--- config.mk ---
export PLATFORM = sky130hd
export DESIGN_NAME = cpu_alu8_with_flags_unit
export DESIGN_NICKNAME = d
export VERILOG_FILES = /design/src/sv/cau_pkg.sv /design/src/sv/cau_stage.sv /design/src/sv/cau_alu.sv /design/src/sv/cpu_alu8_with_flags_unit.sv
export SDC_FILE = /design/constraint.sdc
export NUM_CORES = 1
export LEC_CHECK = 0
export CAP_MARGIN = 20
export CORE_MARGIN = 3
export CORE_UTILIZATION = 40
export CTS_BUF_LIST = sky130_fd_sc_hd__clkbuf_8
export DETAILED_ROUTE_END_ITERATION = 8
export DONT_BUFFER_PORTS = 1
export SYNTH_ARGS = -nofsm -noshare
export SYNTH_HDL_FRONTEND = slang
export SYNTH_SLANG_ARGS = --single-unit
--- constraint.sdc ---
create_clock -name clk_i -period 3.7 [get_ports clk_i]
set_input_delay 0.37 -clock clk_i [delete_from_list [all_inputs] [get_ports clk_i]]
set_output_delay 0.37 -clock clk_i [all_outputs]
set_load 0.03 [all_outputs]
--- src/sv/cau_pkg.sv ---
// Package: shared types, operation codes and field widths for the 8-bit ALU.
`timescale 1ns / 1ps

package cau_pkg;

  localparam int unsigned ModeW    = 5;
  localparam int unsigned ByteW    = 8;
  localparam int unsigned FlagW    = 4;
  localparam int unsigned IdxW     = 3;
  localparam int unsigned WideW    = 16;

  // Flag bit positions
  localparam int unsigned FlagZ = 3;
  localparam int unsigned FlagN = 2;
  localparam int unsigned FlagH = 1;
  localparam int unsigned FlagC = 0;

  typedef enum logic [ModeW-1:0] {
    MODE_ADD   = 5'd0,
    MODE_ADC   = 5'd1,
    MODE_SUB   = 5'd2,
    MODE_SBC   = 5'd3,
    MODE_AND   = 5'd4,
    MODE_XOR   = 5'd5,
    MODE_OR    = 5'd6,
    MODE_CP    = 5'd7,
    MODE_RLC   = 5'd8,
    MODE_RRC   = 5'd9,
    MODE_RL    = 5'd10,
    MODE_RR    = 5'd11,
    MODE_SLA   = 5'd12,
    MODE_SRA   = 5'd13,
    MODE_SWAP  = 5'd14,
    MODE_SRL   = 5'd15,
    MODE_BIT   = 5'd16,
    MODE_RES   = 5'd17,
    MODE_SET   = 5'd18,
    MODE_SPADD = 5'd19
  } mode_e;

  // One operation as held in the input register
  typedef struct packed {
    logic [WideW-1:0] stack_value;
    logic [IdxW-1:0]  bit_index;
    logic [FlagW-1:0] flags_in;
    logic [ByteW-1:0] operand;
    logic [ByteW-1:0] acc;
    logic [ModeW-1:0] mode;
  } op_t;

  // One result as held in the output register
  typedef struct packed {
    logic             write_result;
    logic [FlagW-1:0] flags_out;
    logic [WideW-1:0] result;
  } res_t;

  localparam int unsigned OpW  = $bits(op_t);
  localparam int unsigned ResW = $bits(res_t);

endpackage

--- src/sv/cau_stage.sv ---
// Module: one valid/ready register slice holding a single word.
`timescale 1ns / 1ps

module cau_stage
  import cau_pkg::*;
#(
  parameter int unsigned Width = OpW
) (
  input  logic             clk_i,
  input  logic             rst_ni,
  input  logic             valid_i,
  output logic             ready_o,
  input  logic [Width-1:0] data_i,
  output logic             valid_o,
  input  logic             ready_i,
  output logic [Width-1:0] data_o
);

  logic             valid_q;
  logic [Width-1:0] data_q;

  // Load whenever the slot is empty or being drained this cycle.
  assign ready_o = !valid_q || ready_i;

  always_ff @(posedge clk_i or negedge rst_ni) begin
    if (!rst_ni) begin
      valid_q <= 1'b0;
    end else if (ready_o) begin
      valid_q <= valid_i;
    end
  end

  always_ff @(posedge clk_i) begin
    if (ready_o && valid_i) begin
      data_q <= data_i;
    end
  end

  assign valid_o = valid_q;
  assign data_o  = data_q;

endmodule

--- src/sv/cau_alu.sv ---
// Module: combinational ALU datapath, value, flags and write-enable per operation.
`timescale 1ns / 1ps

module cau_alu
  import cau_pkg::*;
(
  input  op_t  op_i,
  output res_t res_o
);

  logic [ByteW-1:0] a, b;
  logic [FlagW-1:0] fin;
  logic             cin;
  logic             c_add, c_sub;
  logic [ByteW:0]   sum9, diff9;
  logic [4:0]       hsum, hdiff;
  logic [ByteW:0]   sp_lo9;
  logic [4:0]       sp_h5;
  logic [WideW-1:0] sp_sum;
  logic [ByteW-1:0] v;
  logic [ByteW-1:0] bit_mask;

  always_comb begin
    a     = op_i.acc;
    b     = op_i.operand;
    fin   = op_i.flags_in;
    cin   = fin[FlagC];
    c_add = (mode_e'(op_i.mode) == MODE_ADC) ? cin : 1'b0;
    c_sub = (mode_e'(op_i.mode) == MODE_SBC) ? cin : 1'b0;

    sum9  = {1'b0, a} + {1'b0, b} + {{ByteW{1'b0}}, c_add};
    hsum  = {1'b0, a[3:0]} + {1'b0, b[3:0]} + {4'd0, c_add};
    diff9 = {1'b0, a} - {1'b0, b} - {{ByteW{1'b0}}, c_sub};
    hdiff = {1'b0, a[3:0]} - {1'b0, b[3:0]} - {4'd0, c_sub};

    sp_lo9 = {1'b0, op_i.stack_value[ByteW-1:0]} + {1'b0, b};
    sp_h5  = {1'b0, op_i.stack_value[3:0]} + {1'b0, b[3:0]};
    sp_sum = op_i.stack_value + {{(WideW-ByteW){b[ByteW-1]}}, b};

    bit_mask = ByteW'(1) << op_i.bit_index;

    v                  = '0;
    res_o.result       = '0;
    res_o.flags_out    = fin;
    res_o.write_result = 1'b1;

    unique case (mode_e'(op_i.mode))
      MODE_ADD, MODE_ADC: begin
        v = sum9[ByteW-1:0];
        res_o.flags_out = {(v == '0), 1'b0, hsum[4], sum9[ByteW]};
      end
      MODE_SUB, MODE_SBC, MODE_CP: begin
        v = diff9[ByteW-1:0];
        res_o.flags_out = {(v == '0), 1'b1, hdiff[4], diff9[ByteW]};
        if (mode_e'(op_i.mode) == MODE_CP) begin
          res_o.write_result = 1'b0;
        end
      end
      MODE_AND: begin
        v = a & b;
        res_o.flags_out = {(v == '0), 1'b0, 1'b1, 1'b0};
      end
      MODE_XOR: begin
        v = a ^ b;
        res_o.flags_out = {(v == '0), 3'b000};
      end
      MODE_OR: begin
        v = a | b;
        res_o.flags_out = {(v == '0), 3'b000};
      end
      MODE_RLC: begin
        v = {b[6:0], b[7]};
        res_o.flags_out = {(v == '0), 2'b00, b[7]};
      end
      MODE_RRC: begin
        v = {b[0], b[7:1]};
        res_o.flags_out = {(v == '0), 2'b00, b[0]};
      end
      MODE_RL: begin
        v = {b[6:0], cin};
        res_o.flags_out = {(v == '0), 2'b00, b[7]};
      end
      MODE_RR: begin
        v = {cin, b[7:1]};
        res_o.flags_out = {(v == '0), 2'b00, b[0]};
      end
      MODE_SLA: begin
        v = {b[6:0], 1'b0};
        res_o.flags_out = {(v == '0), 2'b00, b[7]};
      end
      MODE_SRA: begin
        v = {b[7], b[7:1]};
        res_o.flags_out = {(v == '0), 2'b00, b[0]};
      end
      MODE_SWAP: begin
        v = {b[3:0], b[7:4]};
        res_o.flags_out = {(v == '0), 3'b000};
      end
      MODE_SRL: begin
        v = {1'b0, b[7:1]};
        res_o.flags_out = {(v == '0), 2'b00, b[0]};
      end
      MODE_BIT: begin
        res_o.write_result = 1'b0;
        res_o.flags_out    = {((b & bit_mask) == '0), 1'b0, 1'b1, cin};
      end
      MODE_RES: begin
        v = b & ~bit_mask;
      end
      MODE_SET: begin
        v = b | bit_mask;
      end
      MODE_SPADD: begin
        res_o.flags_out = {2'b00, sp_h5[4], sp_lo9[ByteW]};
      end
      default: begin
        // undefined codes: no-op, flags pass through
        res_o.write_result = 1'b0;
      end
    endcase

    if (mode_e'(op_i.mode) == MODE_SPADD) begin
      res_o.result = sp_sum;
    end else begin
      res_o.result = {{(WideW-ByteW){1'b0}}, v};
    end
  end

endmodule

--- src/sv/cpu_alu8_with_flags_unit.sv ---
// Top level: streaming 8-bit ALU with Z/N/H/C flags, input and result registers.
// Path: input register, then the one-pass ALU datapath, then the result register.
// Throughput: one word per cycle unless m_axis_tready stalls the result register.
// A finished result waits in the result register while the next word is taken.
// Reset (rst_ni low, async): both register slices empty, no result pending.
// Payload registers are not reset.
`timescale 1ns / 1ps

module cpu_alu8_with_flags_unit
  import cau_pkg::*;
(
  input  logic        clk_i,
  input  logic        rst_ni,
  // input stream
  input  logic        s_axis_tvalid,
  output logic        s_axis_tready,
  // [7:0] acc, [15:8] operand, [19:16] flags_in, [22:20] bit_index,
  // [38:23] stack_value, [39] zero pad
  input  logic [39:0] s_axis_tdata,
  // [4:0] mode
  input  logic [4:0]  s_axis_tuser,
  // result stream
  output logic        m_axis_tvalid,
  input  logic        m_axis_tready,
  // [15:0] result, [19:16] flags_out, [23:20] zero pad
  output logic [23:0] m_axis_tdata,
  // [0] write_result
  output logic        m_axis_tuser
);

  op_t  op_in, op_q;
  res_t res_d, res_q;

  logic [OpW-1:0]  op_in_bits, op_q_bits;
  logic [ResW-1:0] res_d_bits, res_q_bits;
  logic            op_valid, op_ready;

  // unpack bus into the operation struct
  always_comb begin
    op_in.mode        = s_axis_tuser;
    op_in.acc         = s_axis_tdata[7:0];
    op_in.operand     = s_axis_tdata[15:8];
    op_in.flags_in    = s_axis_tdata[19:16];
    op_in.bit_index   = s_axis_tdata[22:20];
    op_in.stack_value = s_axis_tdata[38:23];
  end

  assign op_in_bits = op_in;
  assign op_q       = op_t'(op_q_bits);

  // input register
  cau_stage #(
    .Width (OpW)
  ) u_in_stage (
    .clk_i   (clk_i),
    .rst_ni  (rst_ni),
    .valid_i (s_axis_tvalid),
    .ready_o (s_axis_tready),
    .data_i  (op_in_bits),
    .valid_o (op_valid),
    .ready_i (op_ready),
    .data_o  (op_q_bits)
  );

  // single-pass datapath
  cau_alu u_alu (
    .op_i  (op_q),
    .res_o (res_d)
  );

  assign res_d_bits = res_d;

  // result register; frees the input register whenever it can take the word
  cau_stage #(
    .Width (ResW)
  ) u_out_stage (
    .clk_i   (clk_i),
    .rst_ni  (rst_ni),
    .valid_i (op_valid),
    .ready_o (op_ready),
    .data_i  (res_d_bits),
    .valid_o (m_axis_tvalid),
    .ready_i (m_axis_tready),
    .data_o  (res_q_bits)
  );

  assign res_q        = res_t'(res_q_bits);
  assign m_axis_tdata = {4'b0000, res_q.flags_out, res_q.result};
  assign m_axis_tuser = res_q.write_result;

endmodule

==> Word level (Yosys, flattened, before mapping) <==
Cells that the tools add are included.
W data, S select, Z words.
{ "word_totals": {"regBits": 67, "inputBits": 49, "wordCells": 74, "out_inout_bits": 27} }
{ "classes": {"n_eq_ne": 19, "n_reduce_logical": 24, "bitwise_logic": 7, "shift": 1, "addsub": 11, "n_mux": 7} }
{ "ops": {"columns": ["op", "count"], "rows": [
  ["$pmux W8 S15", 1],
  ["$logic_not A8 Y1", 12],
  ["$pmux W4 S15", 1],
  ["$eq A5 B4 Y1 const B", 8],
  ["$and A8 B8 Y8", 3],
  ["$eq A5 B3 Y1 const B", 4],
  ["$eq A5 B5 Y1 const B", 4],
  ["$add A8 B8 Y9", 2],
  ["$add A16 B16 Y16", 1],
  ["$or A8 B8 Y8", 2],
  ["$reduce_or A16 Y1", 1],
  ["$logic_not A7 Y1", 2],
  ["$add A4 B4 Y5", 2],
  ["$eq A5 B2 Y1 const B", 2],
  ["$add A9 B1 Y9", 1],
  ["$sub A8 B8 Y9", 1],
  ["$sub A9 B1 Y9", 1],
  ["$mux W8", 1],
  ["$not A8 Y8", 1],
  ["$shl A1 B3 Y8 const A", 1],
  ["$xor A8 B8 Y8", 1],
  ["$add A5 B1 Y5", 1],
  ["$eq A5 B1 Y1 const B", 1],
  ["$logic_not A5 Y1", 1],
  ["other kinds (9)", 14]
]} }

==> Depth between registers and ports, before layout <==
Gate-level depths: netlist of the first run.
{ "logic_depth": {"depth_word": 5, "depth_mapped": 12, "mapped_depth_nobuf": 11} }

==> Cells and area by module <==
From an unflattened synthesis of the first run, not the netlist that was laid out.
{ "hier_totals": {"cells_unflattened": 495, "area_unflattened_um2": 4993.5} }
{ "by_module_without_submodules": {"columns": ["module", "seq_area_each_um2", "cells_each", "n_inst", "area_each_um2"], "rows": [
  ["cau_alu", 0.0, 417, 1, 2900.3],
  ["cau_stage at u_in_stage", 1346.3, 48, 1, 1375.1],
  ["cau_stage at u_out_stage", 655.6, 25, 1, 684.4],
  ["cpu_alu8_with_flags_unit", 0.0, 5, 1, 33.8]
]} }

==> Worst setup path before layout of the first run <==
Ideal clock, no wire load.
{ "synth_path": {"path_type": "register to register", "start": "register u_in_stage.data_q[4] (netlist: u_in_stage.data_o[4])", "end": "register u_out_stage.data_q[19] (netlist: u_out_stage.data_o[19]), data pin", "path_stages_with_launch": 12, "path_slack_ns": 0.500, "t_arrival_ns": 3.012, "path_cell_list": "edfxtp_1 buf_6 or2_1 or3_1 fa_1 fa_1 o21a_1 nor2_2 xor2_1 nand2_1 or3_1 o41ai_1"} }
{ "synth_rtl": {"columns": ["element", "line_no", "text"], "rows": [
  ["start: declaration", "cau_stage.sv:20", "logic [Width-1:0] data_q;"],
  ["start signal: assignment", "cau_stage.sv:35", "data_q <= data_i;"],
  ["end signal: assignment", "cau_stage.sv:35", null],
  ["end: declaration", "cau_stage.sv:20", null]
]} }

==> reports/metrics.cfg, run 1 <==
[placement]
finalWeightedCongestion=1.02
port-buffer-count=0
dpl.cell_count=662
hpwlAfterDp_um=10500
place_worst_setup_slack_ns=0.321

[clock_network]
clock_pin_slew_on_the_worst_setup_and_hold_paths_ns=0.08
clock_sink_count=67
clock_insertion_delay_worst_skew_ns=0.37
cts-root-buf=sky130_fd_sc_hd__clkbuf_8
tritoncts=yes
cts-buffers-inserted=9
htree_levels=3
cts-root-to-sink-buffers=2
post_cts_buffers=0

[routing]
viasPerCell=5.86
dr.pass1.iters=7
drc=0
postRouteAntennaNets=0
drt-wirelength-per-cell_um=20.7
finalWirelength_um=14100
detailroute.via_count=3993
drt_iter0_markers=272

[synth]
ys_seq_elements=67
syn_area_um2=5010
yosysMostFrequentCell=sky130_fd_sc_hd__edfxtp_1
synth_seq_area_share_pct=40.0
synthFlopType=sky130_fd_sc_hd__edfxtp_1
netlist_instances=498
avg_inst_size_synth_um2=10.1
synth.top_cells.by_count=sky130_fd_sc_hd__edfxtp_1, sky130_fd_sc_hd__ha_1, sky130_fd_sc_hd__inv_1
synth-async-reset-ratio_pct=2.99
number_of_enable_flip_flop_cells_after_synthesis=65
synth_top_area_share_pct=39.0
synth.distinct_cells=73
post-synth-top-area-cell=sky130_fd_sc_hd__edfxtp_1
yosys-top-cells-area=sky130_fd_sc_hd__edfxtp_1, sky130_fd_sc_hd__ha_1, sky130_fd_sc_hd__inv_1
yosysWarningCount=0

[worst_setup_path]
critical_path.startpoint=u_in_stage.data_o[4]
cp_data_required_time_ns=3.81
setup_slack_on_the_worst_flop_to_flop_path_ns=0.26
reg2reg_from=u_in_stage.data_o[4]
timing.setup.critical_path_class=flip-flop to flip-flop
cp_max_fo=3
worst_r2r_endpoint=u_out_stage.data_o[7]
cp_cell_sequence=or2_1 -> or3_1 -> fa_1 -> ha_1 -> o21ai_1 -> a311oi_1 -> a21o_1 -> a21oi_1 -> xnor2_1 -> a221o_1
worst_setup_path_endpoint=u_out_stage.data_o[7]
critical_path_data_arrival_time_ns=3.55
worst_r2r_path_depth=10
end_kind=flip-flop
setup.worst_path.start_class=flip-flop
slowest_stage_delay_on_critical_path_ns=0.45
crit_path_top_delay_cell=sky130_fd_sc_hd__fa_1

[sta]
final_critical_period_ns=3.44
grt_setup_unrepaired=no
worst_clock_skew_ns=0.0131
layout_setup_ws_ns=0.264
hold_viol=0
max_slew_margin_pct=46.1
tightestPinTransition_ns=0.798
final-max-slew-violation-count=0
min_period_over_period_pct=92.9
timing.fmax_mhz=291
setup_tns_ns=0
setup-violations-final=0

[power]
netSwitchingPower_mw=0.693
power_density_nw_per_um2=397
clock_power_share_pct=30.4
sequential_fraction_of_design_power_pct=45.2
switching_share_pct=31.8
ir_drop_mv=0.401
share_comb_of_total_power_pct=24.4
power_leakage_nw=2.07
cell_internal_pwr_mw=1.49

[die]
start_util_pct=41.3
die_area_um2=13900
num_io_pins=76
fp.dieW_um=118
fp-row-count=40
die_height_um=118
core_area_um2=12100

[cells_and_area]
final_nets=607
final_layout_size_suffix_gt1_share_pct=8.97
synthToLayoutAreaGrowth_pct=9.75
number_of_diodes=0
final_non_filler_cell_total=681

[global_route]
grt_util_all_layers_pct=20.2
grt_pass1_vias=3794
antenna_found_initial=0
grt_first_pass_wirelength_um=21500
grt_max_degree=45
globalRouteOverflowTotal=0

[run_status]
status=complete, no violations

[hold_path]
hp-start=s_axis_tdata[3]
hp-class=input port to flip-flop

[job]
maxCapViolations=0

==> sequential cells by signal (all words and copies together) (netlist names) <==
name,cells
u_in_stage.data_o,44
u_out_stage.data_o,21
u_in_stage.valid_o,1
u_out_stage.valid_o,1
==> how the worst min path moves through the flow <==
stage / end / slack [ns] / cells past startpoint
2_1_floorplan: u_in_stage.valid_o / 0.07 / 0
3_3_place_gp: u_out_stage.valid_o / 0.07 / 0
3_5_place_dp: u_in_stage.valid_o / 0.07 / 0
4_1_cts: u_in_stage.data_o[8] / 0.06 / 0
5_1_grt: u_in_stage.data_o[43] / 0.06 / 0
6_report: u_in_stage.data_o[8] / 0.09 / 0
==> worst max-delay path: cells and delay by family, from the launching register on <==
family	cells	cell delay [ns]
AO/OA/AOI/OAI	5	1.17
adder cells (fa/ha/maj)	2	0.76
AND/OR/NAND/NOR	2	0.72
flip-flops	1	0.37
XOR/XNOR	1	0.16
==> placed cells by master, fill, tap and decap left out, types with 11 or more instances in the layout <==
cell type,n
sky130_fd_sc_hd__o21ai_0,21
sky130_fd_sc_hd__ha_1,45
sky130_fd_sc_hd__xnor2_1,12
sky130_fd_sc_hd__a21oi_1,18
sky130_fd_sc_hd__buf_4,13
sky130_fd_sc_hd__inv_1,36
sky130_fd_sc_hd__nand2_1,27
sky130_fd_sc_hd__nor2_1,31
sky130_fd_sc_hd__a221oi_1,11
sky130_fd_sc_hd__o22ai_1,11
sky130_fd_sc_hd__edfxtp_1,65
==> area by class of cell <==
class                           instances  area (um2)
Fill cell                            1156        6620
Multi-Input combinational cell        378        2780
Sequential cell                        67        2000
Tap cell                              168         210
Timing Repair Buffer                   16         155
Inverter                               36         135
Clock buffer                            9         124
Clock inverter                          7        92.6
==> layer usage <==
metal	track usage, %	vias up	routed length (um)
li1	-	1915	-
met1	27.9	1905	6520
met2	30.6	153	6390
met3	5.72	20	985
met4	6.45	0	223
met5	0	-	0
==> timing repair <==
action	in CTS	in global routing
hold buffers	1	0
endpoints found under the setup margin	0	0
hold endpoints to repair	2	0
gates resized for setup	0	0
==> stage by stage <==
stage / hold WS, ns / util (%) / power, mW / area (um2)
3_5_place_dp: 0.0745 / 43.1 / 1.51 / 5220
5_1_grt: 0.0626 / 45.4 / 2.30 / 5490
4_1_cts: 0.0629 / 45.0 / 2.19 / 5450
3_3_place_gp: 0.0745 / 43.1 / 1.51 / 5220
2_1_floorplan: 0.0744 / - / 1.38 / 5020
6_report: 0.0893 / 45.4 / 2.18 / 5490
==> power by group through the flow <==
stage          clock network [mW]  registers [mW]  logic (mW)
2_1_floorplan                   0           0.996       0.382
3_3_place_gp                    0            1.00       0.501
3_5_place_dp                    0            1.00       0.510
4_1_cts                     0.686           0.988       0.514
5_1_grt                     0.719           0.992       0.584
6_report                    0.662           0.986       0.532
==> kinds of logic (layout without fill, tap and decap cells) <==
family | after synthesis | count (layout) | share of synthesized area [%]
AND/OR/NAND/NOR | 161 | 161 | 17.8
AO/OA/AOI/OAI | 140 | 140 | 19.9
flip-flops | 67 | 67 | 40.0
buffers and inverters | 56 | 68 | 4.82
adder cells (fa/ha/maj) | 50 | 50 | 13.2
XOR/XNOR | 19 | 19 | 3.32
multiplexers | 4 | 4 | 0.850
other | 1 | 4 | 0.0749
Power figures use the tool's default switching activity.
==> inputs of run 2 (changes only) <==
--- a/config.mk
+++ b/config.mk
@@ -5,12 +5,13 @@
 export SDC_FILE = /design/constraint.sdc
 export NUM_CORES = 1
 export LEC_CHECK = 0
-export CAP_MARGIN = 20
+export CAP_MARGIN = 40
 export CORE_MARGIN = 3
 export CORE_UTILIZATION = 40
 export CTS_BUF_LIST = sky130_fd_sc_hd__clkbuf_8
 export DETAILED_ROUTE_END_ITERATION = 8
 export DONT_BUFFER_PORTS = 1
+export PLACE_DENSITY = 0.62
 export SYNTH_ARGS = -nofsm -noshare
 export SYNTH_HDL_FRONTEND = slang
 export SYNTH_SLANG_ARGS = --single-unit
==> reports/metrics.cfg, run 2 (same netlist as run 1, synthesis figures left out) <==
[run_status]
status=complete, no violations

[sta]
setup_tns_ns=0  ; unchanged
min_period_over_period_pct=94.2  ; +1.3 points
final-max-slew-violation-count=0  ; unchanged
worst_clock_skew_ns=0.00667  ; -0.00639 ns
max_slew_margin_pct=50.5  ; +4.4 points
tightestPinTransition_ns=0.732  ; -0.0657 ns
final_critical_period_ns=3.49  ; +0.0491 ns
setup-violations-final=0  ; unchanged
timing.fmax_mhz=287  ; -1.4%
grt_setup_unrepaired=no
hold_viol=0  ; unchanged

[cells_and_area]
fillCellCount=1179  ; +2.0%
finalCoreUtilization_pct=45.5  ; +0.093 points
number_of_diodes=0  ; unchanged
mostFrequentLayoutCell=sky130_fd_sc_hd__edfxtp_1
synthToLayoutAreaGrowth_pct=9.97
final_layout_size_suffix_gt1_share_pct=9.53  ; +0.57 points
commonest_cells_after_routing_fill_and_taps_aside=sky130_fd_sc_hd__edfxtp_1, sky130_fd_sc_hd__ha_1, sky130_fd_sc_hd__inv_1
largest_register_ffs=44  ; unchanged
final_nets=608  ; +0.16%

[die]
num_io_pins=76  ; unchanged
fp-row-count=40  ; unchanged
fp.dieW_um=118  ; unchanged
core_area_um2=12100  ; unchanged
die_height_um=118  ; unchanged
die_area_um2=13900  ; unchanged
start_util_pct=41.3  ; unchanged

[routing]
drt-wirelength-per-cell_um=20.6  ; -0.54%
detailroute.via_count=4036  ; +1.1%
finalWirelength_um=14100  ; -0.39%
postRouteAntennaNets=0  ; unchanged
viasPerCell=5.92  ; +0.93%
drt_iter0_markers=391  ; +44%
drc=0  ; unchanged
dr.pass1.iters=5  ; -2

[placement]
port-buffer-count=0  ; unchanged
finalWeightedCongestion=0.938  ; -8.4%
hpwlAfterDp_um=10700  ; +2.0%

[worst_setup_path]
critical_path_data_arrival_time_ns=3.66  ; +0.11 ns
cp_max_fo=4  ; +1
end_kind=flip-flop
timing.setup.critical_path_class=flip-flop to flip-flop
setup.worst_path.start_class=flip-flop
cp_data_required_time_ns=3.88  ; +0.07 ns

[global_route]
grt_max_degree=27  ; -40%
grt_util_all_layers_pct=20.5  ; +0.37 points
grt_pass1_vias=3823  ; +0.76%
antenna_found_initial=0  ; unchanged
grt_first_pass_wirelength_um=21700  ; +1.0%
globalRouteOverflowTotal=0  ; unchanged

[clock_network]
clock_pin_slew_on_the_worst_setup_and_hold_paths_ns=0.07  ; about the same
tritoncts=yes
htree_levels=3  ; unchanged
cts-root-buf=sky130_fd_sc_hd__clkbuf_8
cts-buffers-inserted=9  ; unchanged
clock_sink_count=67  ; unchanged
clock_insertion_delay_worst_skew_ns=0.37  ; about the same
cts-root-to-sink-buffers=2  ; unchanged

[power]
power_mw=2.17  ; -0.62%
ir_drop_mv=0.275  ; -31%
power_density_nw_per_um2=393  ; -0.83%
power_leakage_nw=2.08  ; +0.18%

[hold_path]
hp-class=input port to flip-flop

[job]
maxCapViolations=0  ; unchanged

## run 2: worst max-delay path, stage by stage (launching register included)
cell and delay [ns]:
sky130_fd_sc_hd__edfxtp_1 0.38, sky130_fd_sc_hd__or2_1 0.29, sky130_fd_sc_hd__or3_1 0.43, sky130_fd_sc_hd__fa_1 0.44, sky130_fd_sc_hd__fa_1 0.46, sky130_fd_sc_hd__o21a_1 0.23, sky130_fd_sc_hd__nor2_2 0.17, sky130_fd_sc_hd__xor2_1 0.20
sky130_fd_sc_hd__nand2_1 0.08, sky130_fd_sc_hd__or3_1 0.35, sky130_fd_sc_hd__o41ai_2 0.26
## run 2: worst paths after layout
check                                           from  slack, ns  cells past startpoint                endpoint
worst max-delay path            u_in_stage.data_o[4]       0.21                     10  u_out_stage.data_o[19]
min in group asynchronous                     rst_ni       0.22                      1     u_out_stage.valid_o
worst min-delay path                 s_axis_tdata[4]       0.09                      0    u_in_stage.data_o[9]
worst min register to register    u_in_stage.valid_o       0.48                      1     u_out_stage.valid_o
max in group asynchronous                     rst_ni       3.35                      1      u_in_stage.valid_o
worst max register to register  u_in_stage.data_o[4]       0.21                     10  u_out_stage.data_o[19]
## run 2: final cells by class
type / instances / area [um2] / share of cell area, %
multi-input cells: 378 / 2780 / 50.5
clock inverters: 5 / 61.3 / 1.11
inverters: 36 / 135 / 2.45
repair buffers: 17 / 163 / 2.95
flip-flops and latches: 67 / 2000 / 36.4
well taps: 168 / 210 / 3.82
clock buffers: 11 / 151 / 2.75
## run 2: repair_timing
action | in CTS | in global routing
gates resized for setup | 0 | 1
hold buffers | 1 | 0
endpoints found under the hold margin | 2 | 0
setup endpoints to repair | 0 | 1
buffers inserted | 0 | 0
## run 2: routing by layer
metal | global-route usage (%) | vias up | part of all wire [%]
met3 | 3.99 | 33 | 7.0
met1 | 28.2 | 1922 | 45
met5 | 0 | - | 0
met2 | 31.3 | 157 | 45
met4 | 9.60 | 0 | 3.1
li1 | - | 1924 | -
## run 2: metrics by stage
step | worst slack, ns | cell area, um2 | std cells | hold WS [ns]
2_1_floorplan | 0.500 | 5020 | 501 | 0.0744
3_3_place_gp | 0.344 | 5230 | 663 | 0.0745
3_5_place_dp | 0.195 | 5280 | 665 | 0.0744
4_1_cts | 0.165 | 5500 | 682 | 0.0555
5_1_grt | 0.0704 | 5510 | 682 | 0.0671
6_report | 0.214 | 5510 | 682 | 0.0867
## run 2: power by group
group          internal, mW  switching, mW  total [mW]
Combinational         0.206          0.329       0.535
Sequential            0.906         0.0804       0.986
Clock                 0.348          0.296       0.645
Total                  1.46          0.706        2.17
==> inputs of run 3 (changes only) <==
--- a/config.mk
+++ b/config.mk
@@ -5,13 +5,13 @@
 export SDC_FILE = /design/constraint.sdc
 export NUM_CORES = 1
 export LEC_CHECK = 0
+export BUFFER_PORTS_ARGS = -buffer_cell sky130_fd_sc_hd__buf_2
 export CAP_MARGIN = 40
 export CORE_MARGIN = 3
 export CORE_UTILIZATION = 40
 export CTS_BUF_LIST = sky130_fd_sc_hd__clkbuf_8
 export DETAILED_ROUTE_END_ITERATION = 8
-export DONT_BUFFER_PORTS = 1
-export PLACE_DENSITY = 0.62
+export PLACE_DENSITY = 0.67
 export SYNTH_ARGS = -nofsm -noshare
 export SYNTH_HDL_FRONTEND = slang
 export SYNTH_SLANG_ARGS = --single-unit
==> reports/metrics.cfg, run 3 (same netlist as run 1, synthesis figures left out) <==
[run_status]
status=complete, no violations

[sta]
grt_setup_unrepaired=no
worst_clock_skew_ns=0.0147  ; +0.00808 ns
min_period_over_period_pct=93.3  ; -0.91 points
tightestPinTransition_ns=0.822  ; +0.0894 ns
max_slew_margin_pct=44.4  ; -6.0 points
hold_viol=0  ; unchanged
timing.fmax_mhz=290  ; +0.97%
final_critical_period_ns=3.45  ; -0.0336 ns
setup-violations-final=0  ; unchanged
final-max-slew-violation-count=0  ; unchanged
setup_tns_ns=0  ; unchanged

[cells_and_area]
number_of_diodes=0  ; unchanged
fillCellCount=1171  ; -0.68%
final_nets=677  ; +11%
commonest_cells_after_routing_fill_and_taps_aside=sky130_fd_sc_hd__buf_2, sky130_fd_sc_hd__edfxtp_1, sky130_fd_sc_hd__ha_1
largest_register_ffs=44  ; unchanged
mostFrequentLayoutCell=sky130_fd_sc_hd__buf_2
finalCoreUtilization_pct=48.2  ; +2.7 points
final_layout_size_suffix_gt1_share_pct=20.2  ; +11 points
synthToLayoutAreaGrowth_pct=16.6

[worst_setup_path]
critical_path_data_arrival_time_ns=3.62  ; -0.04 ns
worst_r2r_endpoint=u_out_stage.data_o[19]
cp_data_required_time_ns=3.87  ; about the same
path_delay_family=simple AND/OR/NAND/NOR gates
timing.setup.critical_path_class=flip-flop to flip-flop
setup.worst_path.start_class=flip-flop
cp_cell_sequence=or2_1 -> or3_1 -> fa_1 -> fa_1 -> o21a_1 -> nor2_2 -> xor2_1 -> nand2_1 -> or3_1 -> o41ai_2
cp_max_fo=4  ; unchanged
reg2reg_from=u_in_stage.data_o[4]
crit_path_top_delay_cell=sky130_fd_sc_hd__fa_1
end_kind=flip-flop
worstPathBufferInverterCount=0  ; unchanged
worst-path-stages=10  ; unchanged
setup_slack_on_the_worst_flop_to_flop_path_ns=0.25  ; +0.03 ns
worst_r2r_path_depth=10  ; unchanged
slowest_stage_delay_on_critical_path_ns=0.46  ; about the same

[global_route]
globalRouteOverflowTotal=0  ; unchanged
grt_first_pass_wirelength_um=21900  ; +0.60%
antenna_found_initial=0  ; unchanged
grt_pass1_vias=4151  ; +8.6%
grt_max_degree=32  ; +19%
grt_util_all_layers_pct=20.2  ; -0.34 points

[hold_path]
hp-start=s_axis_tdata[35]
timing.hold.worst_endpoint=u_in_stage.data_o[40]
hold_depth=1  ; +1
hp-class=input port to flip-flop

[clock_network]
tritoncts=yes
clock_insertion_delay_worst_skew_ns=0.37  ; about the same
htree_levels=3  ; unchanged
cts-buffers-inserted=9  ; unchanged
clock_sink_count=67  ; unchanged
cts-root-buf=sky130_fd_sc_hd__clkbuf_8
clock_pin_slew_on_the_worst_setup_and_hold_paths_ns=0.09  ; +0.02 ns
cts-root-to-sink-buffers=2  ; unchanged

[die]
die_area_um2=13900  ; unchanged
fp-row-count=40  ; unchanged
start_util_pct=41.3  ; unchanged
die_height_um=118  ; unchanged
core_area_um2=12100  ; unchanged
num_io_pins=76  ; unchanged
fp.dieW_um=118  ; unchanged

[power]
ir_drop_mv=0.194  ; -29%
power_density_nw_per_um2=374  ; -4.8%
power_leakage_nw=2.35  ; +13%

[routing]
drt_iter0_markers=360  ; -7.9%
drc=0  ; unchanged
viasPerCell=5.76  ; -2.7%
finalWirelength_um=14200  ; +0.81%
drt-wirelength-per-cell_um=18.9  ; -8.5%
postRouteAntennaNets=0  ; unchanged
dr.pass1.iters=5  ; unchanged
detailroute.via_count=4323  ; +7.1%

[placement]
finalWeightedCongestion=0.970  ; +3.4%
port-buffer-count=70  ; +70
hpwlAfterDp_um=10800  ; +1.0%

[job]
maxCapViolations=0  ; unchanged

==> run 3: worst max-delay path by stage <==
| stage | from | endpoint | slack [ns] |
|---|---|---|---|
| floorplan | u_in_stage.data_o[4] | u_out_stage.data_o[19] | 0.50 |
| global placement | u_in_stage.data_o[4] | u_out_stage.data_o[19] | 0.33 |
| detailed placement | u_in_stage.data_o[4] | u_out_stage.data_o[19] | 0.13 |
| CTS | u_in_stage.data_o[4] | u_out_stage.data_o[19] | 0.10 |
| global route | u_in_stage.data_o[4] | u_out_stage.data_o[19] | 0.07 |
| finish | u_in_stage.data_o[4] | u_out_stage.data_o[19] | 0.25 |
==> run 3: area by class of cell <==
class | instances | area (um2) | area share [%]
Sequential cell | 67 | 2000 | 34.3
Clock buffer | 9 | 124 | 2.12
Inverter | 36 | 135 | 2.32
Multi-Input combinational cell | 378 | 2780 | 47.7
Timing Repair Buffer | 86 | 505 | 8.66
Clock inverter | 7 | 77.6 | 1.33
Tap cell | 168 | 210 | 3.60
==> run 3: where the power goes <==
part | leakage, nW | switching, mW | internal, mW | total (mW)
Combinational | 1.60 | 0.387 | 0.237 | 0.625
Clock | 0.0998 | 0.311 | 0.315 | 0.627
Sequential | 0.652 | 0.0317 | 0.903 | 0.934
Total | 2.35 | 0.731 | 1.46 | 2.19
==> run 3: metrics by stage <==
step / power, mW / hold WS (ns) / cells / worst slack [ns] / cell area, um2
5_1_grt: 2.31 / 0.137 / 751 / 0.0656 / 5840
4_1_cts: 2.20 / 0.139 / 751 / 0.103 / 5830
2_1_floorplan: 1.38 / 0.0744 / 501 / 0.500 / 5020
3_5_place_dp: 1.56 / 0.162 / 734 / 0.131 / 5620
6_report: 2.19 / 0.165 / 751 / 0.248 / 5840
3_3_place_gp: 1.54 / 0.155 / 732 / 0.334 / 5570
==> run 3: timing repair <==
action                                  CTS  global route
hold buffers                              1             0
endpoints found under the setup margin    0             1
resized for setup                         0             1
hold endpoints to repair                  2             0
setup buffers                             0             0
==> run 3: per-layer routing <==
layer | global-route usage [%] | share of wire, % | up-vias
met5 | 0 | 0 | -
met4 | 6.52 | 1.8 | 0
met3 | 5.29 | 7.1 | 30
met2 | 32.4 | 47 | 187
met1 | 26.7 | 44 | 2045
li1 | - | - | 2061
==> run 3: worst register-to-register path, stage by stage, from the launching register on <==
cell and delay [ns]:
sky130_fd_sc_hd__edfxtp_1 0.38, sky130_fd_sc_hd__or2_1 0.29, sky130_fd_sc_hd__or3_1 0.43, sky130_fd_sc_hd__fa_1 0.45
sky130_fd_sc_hd__fa_1 0.46, sky130_fd_sc_hd__o21a_1 0.22, sky130_fd_sc_hd__nor2_2 0.16, sky130_fd_sc_hd__xor2_1 0.19
sky130_fd_sc_hd__nand2_1 0.06, sky130_fd_sc_hd__or3_1 0.35, sky130_fd_sc_hd__o41ai_2 0.26
